[src/rtl/core/dual_timer_with_watchdog_macros.svh]
// Assertion macros for the dual timer with watchdog.
// Included by the RTL files that carry concurrent checks; no other dependencies.
`ifndef DUAL_TIMER_WITH_WATCHDOG_MACROS_SVH
`define DUAL_TIMER_WITH_WATCHDOG_MACROS_SVH

// Same-cycle implication, disabled while reset is held.
`define DTW_ASSERT_NOW(lbl, clk, rstn, ante, cons, msg) \
    lbl: assert property (@(posedge clk) disable iff (!(rstn)) (ante) |-> (cons)) \
        else $error(msg);

// Next-cycle implication, disabled while reset is held.
`define DTW_ASSERT_NEXT(lbl, clk, rstn, ante, cons, msg) \
    lbl: assert property (@(posedge clk) disable iff (!(rstn)) (ante) |=> (cons)) \
        else $error(msg);

`endif

[src/rtl/core/dtw_pkg.sv]
// Shared types and constants for the dual timer with watchdog.
// No dependencies; imported by every module of the block.
package dtw_pkg;

    localparam int COUNTER_WIDTH_DEF = 32;

    // Register word offsets (byte offset / 4)
    localparam logic [4:0] REG_TIM12 = 5'(8'h10 / 4);
    localparam logic [4:0] REG_TIM34 = 5'(8'h14 / 4);
    localparam logic [4:0] REG_PRD12 = 5'(8'h18 / 4);
    localparam logic [4:0] REG_PRD34 = 5'(8'h1c / 4);
    localparam logic [4:0] REG_TCR   = 5'(8'h20 / 4);
    localparam logic [4:0] REG_TGCR  = 5'(8'h24 / 4);
    localparam logic [4:0] REG_WDTCR = 5'(8'h28 / 4);

    // Watchdog service keys and WDTCR layout
    localparam logic [15:0] KEY_FIRST  = 16'ha5c6;
    localparam logic [15:0] KEY_SECOND = 16'hda7e;
    localparam int WDEN_BIT = 14;

    // TCR enable-mode field positions and codes
    localparam int ENAMODE_LO_SHIFT = 6;
    localparam int ENAMODE_HI_SHIFT = 22;
    localparam logic [1:0] ENAMODE_OFF     = 2'd0;
    localparam logic [1:0] ENAMODE_ONESHOT = 2'd1;

    // TGCR timer mode codes (bits 3:2)
    localparam logic [1:0] TIMMODE_UNCHAINED = 2'd1;
    localparam logic [1:0] TIMMODE_WATCHDOG  = 2'd2;

    typedef enum logic [1:0] {
        FUNC_TICK  = 2'd0,
        FUNC_READ  = 2'd1,
        FUNC_WRITE = 2'd2
    } t_func;

    typedef enum logic [1:0] {
        WD_IDLE  = 2'd0,
        WD_PRE   = 2'd1,
        WD_ARMED = 2'd2,
        WD_KEY1  = 2'd3
    } t_wd_phase;

    // One beat being executed this cycle
    typedef struct packed {
        logic        fire;
        t_func       func;
        logic [4:0]  reg_word;
        logic [31:0] data;
    } t_op;

    // Watchdog control toward the counters
    typedef struct packed {
        logic armed;
        logic clear_cnt;
    } t_wd_ctl;

endpackage

[src/rtl/core/dual_timer_with_watchdog.sv]
// An accepted input beat reaches its result beat through the input register,
// then the result register. Throughput: one beat per cycle while i_stall is low.
// The rate is set by the combinational tick path: a 2*COUNTER_WIDTH increment
// and equality compare between the input and result registers.
// Reset (i_rst_n low, synchronous) clears all timer and watchdog registers,
// empties both pipeline registers, and is usable on the next cycle.
`include "dual_timer_with_watchdog_macros.svh"
module dual_timer_with_watchdog #(
    parameter int COUNTER_WIDTH = dtw_pkg::COUNTER_WIDTH_DEF
) (
    input  logic        i_clk,
    input  logic        i_rst_n,
    // request channel
    input  logic        i_valid,
    output logic        o_stall,
    input  logic [1:0]  i_func,
    input  logic [4:0]  i_reg_word,
    input  logic [31:0] i_write_data,
    // result channel
    output logic        o_valid,
    input  logic        i_stall,
    output logic [31:0] o_read_data,
    output logic        o_irq_low,
    output logic        o_irq_high,
    output logic        o_wd_reset
);
    import dtw_pkg::*;

    // Input register: holds the beat being executed
    logic        r_in_valid;
    logic [1:0]  r_in_func;
    logic [4:0]  r_in_reg_word;
    logic [31:0] r_in_data;

    // Result register: decouples downstream stall from the timer state
    logic        r_out_valid;
    logic [31:0] r_out_read_data;
    logic        r_out_irq_low, r_out_irq_high, r_out_wd_reset;

    logic        out_adv, in_adv;
    t_op         op;
    t_wd_ctl     wd_ctl;
    logic [31:0] cnt_rd_word, wd_rd_word, rd_word;
    logic        irq_low, irq_high, wd_expire, fired_next;

    // The result slot frees when empty or when its beat is taken this cycle;
    // the input slot moves whenever its beat can execute into the result slot.
    assign out_adv = !r_out_valid || !i_stall;
    assign in_adv  = !r_in_valid || out_adv;
    assign o_stall = !in_adv;

    // The beat in the input register commits its state update exactly when
    // its result is written, so a stalled beat never updates twice.
    assign op.fire     = r_in_valid && out_adv;
    assign op.func     = t_func'(r_in_func);
    assign op.reg_word = r_in_reg_word;
    assign op.data     = r_in_data;

    always_ff @(posedge i_clk) begin
        if (!i_rst_n) begin
            r_in_valid <= 1'b0;
        end else if (in_adv) begin
            r_in_valid <= i_valid;
        end
    end

    always_ff @(posedge i_clk) begin
        if (i_valid && in_adv) begin
            r_in_func     <= i_func;
            r_in_reg_word <= i_reg_word;
            r_in_data     <= i_write_data;
        end
    end

    dtw_counters #(
        .COUNTER_WIDTH (COUNTER_WIDTH)
    ) u_counters (
        .i_clk       (i_clk),
        .i_rst_n     (i_rst_n),
        .i_op        (op),
        .i_wd_ctl    (wd_ctl),
        .o_rd_word   (cnt_rd_word),
        .o_irq_low   (irq_low),
        .o_irq_high  (irq_high),
        .o_wd_expire (wd_expire)
    );

    dtw_wdog u_wdog (
        .i_clk        (i_clk),
        .i_rst_n      (i_rst_n),
        .i_op         (op),
        .i_expire     (wd_expire),
        .o_ctl        (wd_ctl),
        .o_rd_word    (wd_rd_word),
        .o_fired_next (fired_next)
    );

    // Only reads return data; unmapped words decode to zero in both sources
    assign rd_word = (op.func == FUNC_READ) ? (cnt_rd_word | wd_rd_word) : 32'h0000_0000;

    always_ff @(posedge i_clk) begin
        if (!i_rst_n) begin
            r_out_valid <= 1'b0;
        end else if (out_adv) begin
            r_out_valid <= r_in_valid;
        end
    end

    always_ff @(posedge i_clk) begin
        if (op.fire) begin
            r_out_read_data <= rd_word;
            r_out_irq_low   <= irq_low;
            r_out_irq_high  <= irq_high;
            r_out_wd_reset  <= fired_next;   // flag as it stands after this beat
        end
    end

    assign o_valid     = r_out_valid;
    assign o_read_data = r_out_read_data;
    assign o_irq_low   = r_out_irq_low;
    assign o_irq_high  = r_out_irq_high;
    assign o_wd_reset  = r_out_wd_reset;

    `DTW_ASSERT_NOW(a_stall_needs_beat, i_clk, i_rst_n, o_stall,
        r_in_valid && r_out_valid && i_stall,
        "input stalled without a blocked beat")

endmodule

[src/rtl/core/dtw_counters.sv]
// Counter, period, TCR and TGCR registers with tick/compare logic.
// Depends on dtw_pkg; driven by the top level and by dtw_wdog.
`include "dual_timer_with_watchdog_macros.svh"
module dtw_counters #(
    parameter int COUNTER_WIDTH = dtw_pkg::COUNTER_WIDTH_DEF
) (
    input  logic             i_clk,
    input  logic             i_rst_n,
    input  dtw_pkg::t_op     i_op,
    input  dtw_pkg::t_wd_ctl i_wd_ctl,
    output logic [31:0]      o_rd_word,
    output logic             o_irq_low,
    output logic             o_irq_high,
    output logic             o_wd_expire
);
    import dtw_pkg::*;

    localparam int CW = COUNTER_WIDTH;

    logic [CW-1:0]   r_cnt_lo, r_cnt_hi, r_prd_lo, r_prd_hi;
    logic [CW-1:0]   n_cnt_lo, n_cnt_hi, n_prd_lo, n_prd_hi;
    logic [31:0]     r_tcr, n_tcr;
    logic [3:0]      r_tgcr, n_tgcr;
    logic [CW-1:0]   inc_lo, inc_hi;
    logic [2*CW-1:0] wd_inc;
    logic [1:0]      mode_lo, mode_hi;

    assign mode_lo = r_tcr[ENAMODE_LO_SHIFT +: 2];
    assign mode_hi = r_tcr[ENAMODE_HI_SHIFT +: 2];
    assign inc_lo  = r_cnt_lo + CW'(1);
    assign inc_hi  = r_cnt_hi + CW'(1);
    assign wd_inc  = {r_cnt_hi, r_cnt_lo} + (2*CW)'(1);

    always_comb begin
        n_cnt_lo    = r_cnt_lo;
        n_cnt_hi    = r_cnt_hi;
        n_prd_lo    = r_prd_lo;
        n_prd_hi    = r_prd_hi;
        n_tcr       = r_tcr;
        n_tgcr      = r_tgcr;
        o_irq_low   = 1'b0;
        o_irq_high  = 1'b0;
        o_wd_expire = 1'b0;
        if (i_op.fire) begin
            case (i_op.func)
                FUNC_TICK: begin
                    if (r_tgcr[3:2] == TIMMODE_UNCHAINED) begin
                        if (r_tgcr[0] && mode_lo != ENAMODE_OFF) begin
                            if (inc_lo == r_prd_lo) begin
                                n_cnt_lo  = '0;
                                o_irq_low = 1'b1;
                                if (mode_lo == ENAMODE_ONESHOT) begin
                                    n_tcr[ENAMODE_LO_SHIFT +: 2] = ENAMODE_OFF;
                                end
                            end else begin
                                n_cnt_lo = inc_lo;
                            end
                        end
                        if (r_tgcr[1] && mode_hi != ENAMODE_OFF) begin
                            if (inc_hi == r_prd_hi) begin
                                n_cnt_hi   = '0;
                                o_irq_high = 1'b1;
                                if (mode_hi == ENAMODE_ONESHOT) begin
                                    n_tcr[ENAMODE_HI_SHIFT +: 2] = ENAMODE_OFF;
                                end
                            end else begin
                                n_cnt_hi = inc_hi;
                            end
                        end
                    end else if (r_tgcr[3:2] == TIMMODE_WATCHDOG && i_wd_ctl.armed) begin
                        if (wd_inc == {r_prd_hi, r_prd_lo}) begin
                            n_cnt_lo    = '0;
                            n_cnt_hi    = '0;
                            o_wd_expire = 1'b1;
                        end else begin
                            {n_cnt_hi, n_cnt_lo} = wd_inc;
                        end
                    end
                end
                FUNC_WRITE: begin
                    case (i_op.reg_word)
                        REG_TIM12: n_cnt_lo = CW'(i_op.data);
                        REG_TIM34: n_cnt_hi = CW'(i_op.data);
                        REG_PRD12: n_prd_lo = CW'(i_op.data);
                        REG_PRD34: n_prd_hi = CW'(i_op.data);
                        REG_TCR:   n_tcr    = i_op.data;
                        REG_TGCR:  n_tgcr   = i_op.data[3:0];
                        default: ;
                    endcase
                end
                default: ;
            endcase
        end
        // Second service key restarts the watchdog count
        if (i_wd_ctl.clear_cnt) begin
            n_cnt_lo = '0;
            n_cnt_hi = '0;
        end
    end

    always_comb begin
        case (i_op.reg_word)
            REG_TIM12: o_rd_word = 32'(r_cnt_lo);
            REG_TIM34: o_rd_word = 32'(r_cnt_hi);
            REG_PRD12: o_rd_word = 32'(r_prd_lo);
            REG_PRD34: o_rd_word = 32'(r_prd_hi);
            REG_TCR:   o_rd_word = r_tcr;
            REG_TGCR:  o_rd_word = 32'(r_tgcr);
            default:   o_rd_word = '0;
        endcase
    end

    always_ff @(posedge i_clk) begin
        if (!i_rst_n) begin
            r_cnt_lo <= '0;
            r_cnt_hi <= '0;
            r_prd_lo <= '0;
            r_prd_hi <= '0;
            r_tcr    <= '0;
            r_tgcr   <= '0;
        end else begin
            r_cnt_lo <= n_cnt_lo;
            r_cnt_hi <= n_cnt_hi;
            r_prd_lo <= n_prd_lo;
            r_prd_hi <= n_prd_hi;
            r_tcr    <= n_tcr;
            r_tgcr   <= n_tgcr;
        end
    end

    `DTW_ASSERT_NOW(a_irq_only_unchained, i_clk, i_rst_n,
        o_irq_low || o_irq_high,
        i_op.fire && i_op.func == FUNC_TICK && r_tgcr[3:2] == TIMMODE_UNCHAINED,
        "timer irq outside an unchained tick")
    `DTW_ASSERT_NOW(a_expire_only_armed, i_clk, i_rst_n,
        o_wd_expire, i_wd_ctl.armed && r_tgcr[3:2] == TIMMODE_WATCHDOG,
        "watchdog expiry while not armed in watchdog mode")

endmodule

[src/rtl/core/dtw_wdog.sv]
// Watchdog key sequencer: WDTCR storage, arming phases and sticky reset flag.
// Depends on dtw_pkg; exchanges arm/clear and expiry with dtw_counters.
`include "dual_timer_with_watchdog_macros.svh"
module dtw_wdog (
    input  logic             i_clk,
    input  logic             i_rst_n,
    input  dtw_pkg::t_op     i_op,
    input  logic             i_expire,
    output dtw_pkg::t_wd_ctl o_ctl,
    output logic [31:0]      o_rd_word,
    output logic             o_fired_next
);
    import dtw_pkg::*;

    t_wd_phase   r_phase, n_phase;
    logic        r_wden, n_wden;
    logic [13:0] r_wd_data, n_wd_data;
    logic        r_fired, n_fired;
    logic        wr_hit;
    logic [15:0] key;
    logic        wden_w;

    assign wr_hit = i_op.fire && i_op.func == FUNC_WRITE && i_op.reg_word == REG_WDTCR;
    assign key    = i_op.data[31:16];
    assign wden_w = r_wden | i_op.data[WDEN_BIT];

    always_ff @(posedge i_clk) begin
        if (!i_rst_n) begin
            r_phase <= WD_IDLE;
        end else begin
            r_phase <= n_phase;
        end
    end

    always_comb begin
        n_phase         = r_phase;
        n_wden          = r_wden;
        n_wd_data       = r_wd_data;
        n_fired         = r_fired | i_expire;
        o_ctl.clear_cnt = 1'b0;
        o_ctl.armed     = (r_phase == WD_ARMED) || (r_phase == WD_KEY1);
        if (wr_hit) begin
            n_wden    = wden_w;
            n_wd_data = i_op.data[13:0];
            case (r_phase)
                WD_ARMED: begin
                    if (key == KEY_FIRST) begin
                        n_phase = WD_KEY1;
                    end else begin
                        n_fired = 1'b1;
                    end
                end
                WD_KEY1: begin
                    if (key == KEY_SECOND) begin
                        n_phase         = WD_ARMED;
                        o_ctl.clear_cnt = 1'b1;
                    end else begin
                        n_fired = 1'b1;
                    end
                end
                default: begin
                    if (!wden_w) begin
                        n_phase = WD_IDLE;
                    end else if (key == KEY_FIRST) begin
                        n_phase = WD_PRE;
                    end else if (key == KEY_SECOND && r_phase == WD_PRE) begin
                        n_phase = WD_ARMED;
                    end else begin
                        n_phase = WD_IDLE;
                    end
                end
            endcase
        end
    end

    always_ff @(posedge i_clk) begin
        if (!i_rst_n) begin
            r_wden    <= 1'b0;
            r_wd_data <= '0;
            r_fired   <= 1'b0;
        end else begin
            r_wden    <= n_wden;
            r_wd_data <= n_wd_data;
            r_fired   <= n_fired;
        end
    end

    assign o_fired_next = n_fired;
    assign o_rd_word    = (i_op.reg_word == REG_WDTCR) ?
                          {16'h0000, r_fired, r_wden, r_wd_data} : 32'h0000_0000;

    `DTW_ASSERT_NEXT(a_fired_sticky, i_clk, i_rst_n, r_fired, r_fired,
        "watchdog reset flag cleared without reset")
    `DTW_ASSERT_NEXT(a_armed_stays, i_clk, i_rst_n,
        r_phase == WD_ARMED || r_phase == WD_KEY1,
        r_phase == WD_ARMED || r_phase == WD_KEY1,
        "watchdog left the armed phases")
    `DTW_ASSERT_NOW(a_clear_from_key1, i_clk, i_rst_n,
        o_ctl.clear_cnt, r_phase == WD_KEY1 && wr_hit,
        "watchdog count cleared outside the second key")

endmodule

[config.mk]
export PLATFORM = sky130hd
export DESIGN_NAME = dual_timer_with_watchdog
export DESIGN_NICKNAME = d
export VERILOG_FILES = /design/src/rtl/core/dtw_pkg.sv /design/src/rtl/core/dual_timer_with_watchdog.sv /design/src/rtl/core/dtw_counters.sv /design/src/rtl/core/dtw_wdog.sv
export VERILOG_INCLUDE_DIRS = /design/src /design/src/rtl/core
export SDC_FILE = /design/constraint.sdc
export NUM_CORES = 1
export LEC_CHECK = 0
export ABC_AREA = 1
export BUFFER_PORTS_ARGS = -buffer_cell sky130_fd_sc_hd__buf_2
export CORE_ASPECT_RATIO = 1.5
export CORE_UTILIZATION = 45
export CTS_CLUSTER_SIZE = 10
export DETAILED_ROUTE_END_ITERATION = 10
export GPL_TIMING_DRIVEN = 0
export PLACE_DENSITY = 0.62
export REMOVE_ABC_BUFFERS = 1
export SYNTH_ARGS = -nofsm -noshare
export SYNTH_HDL_FRONTEND = slang
export SYNTH_SLANG_ARGS = --single-unit
[constraint.sdc]
create_clock -name i_clk -period 7.7 [get_ports i_clk]
set_clock_uncertainty 0.15 [all_clocks]
set_input_delay 0.77 -clock i_clk [delete_from_list [all_inputs] [get_ports i_clk]]
set_output_delay 0.77 -clock i_clk [all_outputs]
set_load 0.03 [all_outputs]
==> flow_summary.yaml <==
timing:
  hold_ws_ns: 0.1901
  tightest_slew_ns: 1.405
  finalCritPeriodShare: 0.6563
  setup_slack_ns: 2.646
  period_needed_ns: 5.054
  final-max-slew-violation-count: 0
  relSlewSlack: 0.06047
  fmax_mhz: 197.9
  setup_viol: 0
  grt_setup_unrepaired: "false"
  hold_viol: 0
setup_path:
  r2r_cells: 13
  critPathCaptureType: "flop"
  worst_ep_required_time_ns: 8.03
  cp.depth: 13
  worstPathMaxFanout: 14
  cp.arrival_ns: 5.38
  critical-path-top-delay-family: "simple AND/OR/NAND/NOR gates"
  cp_cell_sequence: "nand3_1 > inv_2 > nand3_1 > inv_2 > nand2_1 > nor2_1 > xnor3_1 > nor2_1 > nand2_1 > nor2_4 > nand3_1 > nand3b_1 > a21oi_1"
  start_kind: "flop"
  crit_path_frequent_cell: "nand3_1"
  crit_slowest_cell: "nand3_1"
  critical_path_buf_inv_count: 2
  critPathKind: "flop to flop"
  cpPeakStageDelay_ns: 1.02
clock_network:
  hold_buffers: 0
  post_cts_resized: 0
  post_cts_buffers: 0
  htree_levels: 1
  cts_root_buf: "clkbuf_16"
  clk-insertion-delay-late_ns: 0.61
  path_clk_slew_ns: 0.06
  clockBufferDepth: 3
  numClockSinks: 258
  cts_buffers: 30
  cts_tree: "done"
global_routing:
  grt_pass1_vias: 16540
  grt_max_degree: 70
  grt.total_usage: 0.4040
  antenna_found_initial: 1
  overflow: 0
  grt_pass1_wl_um: 107300
drt:
  vias_per_cell: 5.880
  drc: 0
  detail_route.first_pass.iterations: 9
  wl_um: 75080
  wl_per_cell_um: 25.18
  via_count: 17540
  drtAntennaViolNets: 0
  drt-initial-drc-count: 1694
logic_synthesis:
  ys_types: 49
  synth.area.top_cells: "dfxtp_1 23%, nand2_1 14%, edfxtp_1 14%"
  synth.cell_area_mm2: 0.01627
  synth_top_area_share: 0.2264
  yosysWarnings: 0
  synth_edf_count: 74
  synth-seq-cells: 258
  ys_seq_area_frac: 0.3629
  synthArstFlopShare: 0
  synth_area_per_cell_um2: 6.620
  synth_cells: 2458
  synth_ff_type: "dfxtp_1"
  yosysTopAreaCell: "dfxtp_1"
cells_and_area:
  stdcell_area_mm2: 0.01807
  diodes: 0
  fillers: 3668
  utilization: 0.5118
  mostFrequentLayoutCell: "nand2_1"
  drive_gt1_frac: 0.09127
  layout_common_cells: "624 x nand2_1, 360 x nor2_1, 237 x inv_1, 196 x o21ai_0, 186 x a21oi_1"
  num-nets-final: 2530
  area_growth_pct: 11.06
floorplanning:
  num_rows: 84
  die_width_um: 157.3
  start_util: 0.4608
  core-area_mm2: 0.03531
  die_h_um: 234.9
  pin_count: 80
  die-area_mm2: 0.03694
job:
  maxCapViolCount: 0
placed_design:
  place_area_mm2: 0.01714
  place.gp.congestion: 1.067
  pre_cts_ws_ns: 2.485
  hpwl_um: 56480
  io_buffers: 79
power_and_ir_drop:
  irDropWorstVdd_v: 0.0001661
  p_per_area_mw_per_mm2: 171.1
  p_leak_nw: 7.256
  p_total_mw: 3.092
hold_path:
  holdPathStages: 1
  hold_path.class: "input port to flop"
status:
  status: "finished, final reports clean"
==> power by group <==
part           switching [mW]  internal (mW)  leakage [nW]
clock network           0.599          0.738         0.411
logic                   0.215         0.0777          4.63
registers              0.0348           1.43          2.22
total                   0.848           2.24          7.26
==> metrics by stage <==
step	std cells	TNS [ns]
finish	2982	0
global route	2982	0
CTS	2980	0
detailed placement	2924	0
global placement	2908	-275.42
floorplan	2356	0
==> cell families after synthesis <==
group / Yosys count / synth area share
flops: 258 / 0.3629
simple gates: 1268 / 0.3288
buf+inv: 355 / 0.08819
compound gates: 513 / 0.1775
fa+ha+maj: 2 / 0.001538
xor+xnor: 62 / 0.04098
==> flip-flops by register name, summed over array words and instances, names as in the netlist, 4 cells and up <==
| signal | flops |
|---|---|
| u_counters.r_prd_lo | 32 |
| u_counters.r_cnt_lo | 32 |
| r_in_data | 32 |
| u_counters.r_tcr | 32 |
| o_read_data | 32 |
| u_wdog.r_wd_data | 14 |
| u_counters.r_tgcr | 4 |
| r_in_reg_word | 5 |
| u_counters.r_prd_hi | 32 |
| u_counters.r_cnt_hi | 32 |
==> layout make-up <==
type | count | area, um^2 | area share
clock buffers | 54 | 850.8 | 0.04708
well taps | 473 | 591.8 | 0.03274
repair buffers | 97 | 745.7 | 0.04126
inverters | 253 | 950.9 | 0.05261
clock inverters | 2 | 23.77 | 0.001315
multi-input cells | 1845 | 9005 | 0.4982
flip-flops and latches | 258 | 5906 | 0.3268
==> worst reg2reg max path, delay by kind of cell (launching register included) <==
kind / cells / cell delay (ns)
AND/OR/NAND/NOR: 9 / 3.43
flip-flops: 1 / 0.46
buffers and inverters: 2 / 0.45
XOR/XNOR: 1 / 0.35
AO/OA/AOI/OAI: 1 / 0.10
==> metal layers <==
metal | vias to the layer above | track usage | part of all wire
met4 | 2 | 0.3254 | 0.090
met5 | - | 0 | 0.00012
met1 | 8170 | 0.4459 | 0.36
li1 | 8162 | - | -
met2 | 932 | 0.6742 | 0.47
met3 | 269 | 0.06990 | 0.078
==> path summary, 6_finish.rpt <==
path | from | end | slack, ns
max | u_counters.r_cnt_lo[2]$_SDFFE_PP0P_ | u_counters.r_cnt_lo[19]$_SDFFE_PP0P_ | 2.65
min | i_write_data[12] | r_in_data[12]$_DFFE_PP_ | 0.19
max reg2reg | u_counters.r_cnt_lo[2]$_SDFFE_PP0P_ | u_counters.r_cnt_lo[19]$_SDFFE_PP0P_ | 2.65
min reg2reg | r_in_valid$_SDFFE_PN0N_ | o_valid$_SDFFE_PN0P_ | 0.34
==> cells in the mapped netlist, types with 2 or more instances <==
master    count
buf_6        10
nor2_2       12
and3_1        2
nand3b_1     13
clkinv_1      4
nand3_1     150
o21ai_0     196
nor4_1        8
o221ai_1      2
and2_1        5
nor3_1       14
nor2_4       10
ha_1          2
xnor3_1       9
dfxtp_1     184
a221oi_1     13
a211oi_1     20
buf_4         4
nor2_1      367
or2_1         2
nand2_1     625
clkbuf_2      4
a31oi_1       5
a21oi_1     187
inv_2         7
inv_1       242
nand4_1      36
clkbuf_1     78
o22ai_1      48
nand2_2       6
a21oi_2      30
a41oi_1       2
xor2_1       52
nor3_2        2
or2_2        12
edfxtp_1     74
buf_2         6
o21ai_1       4
Power figures use the tool's default switching activity.
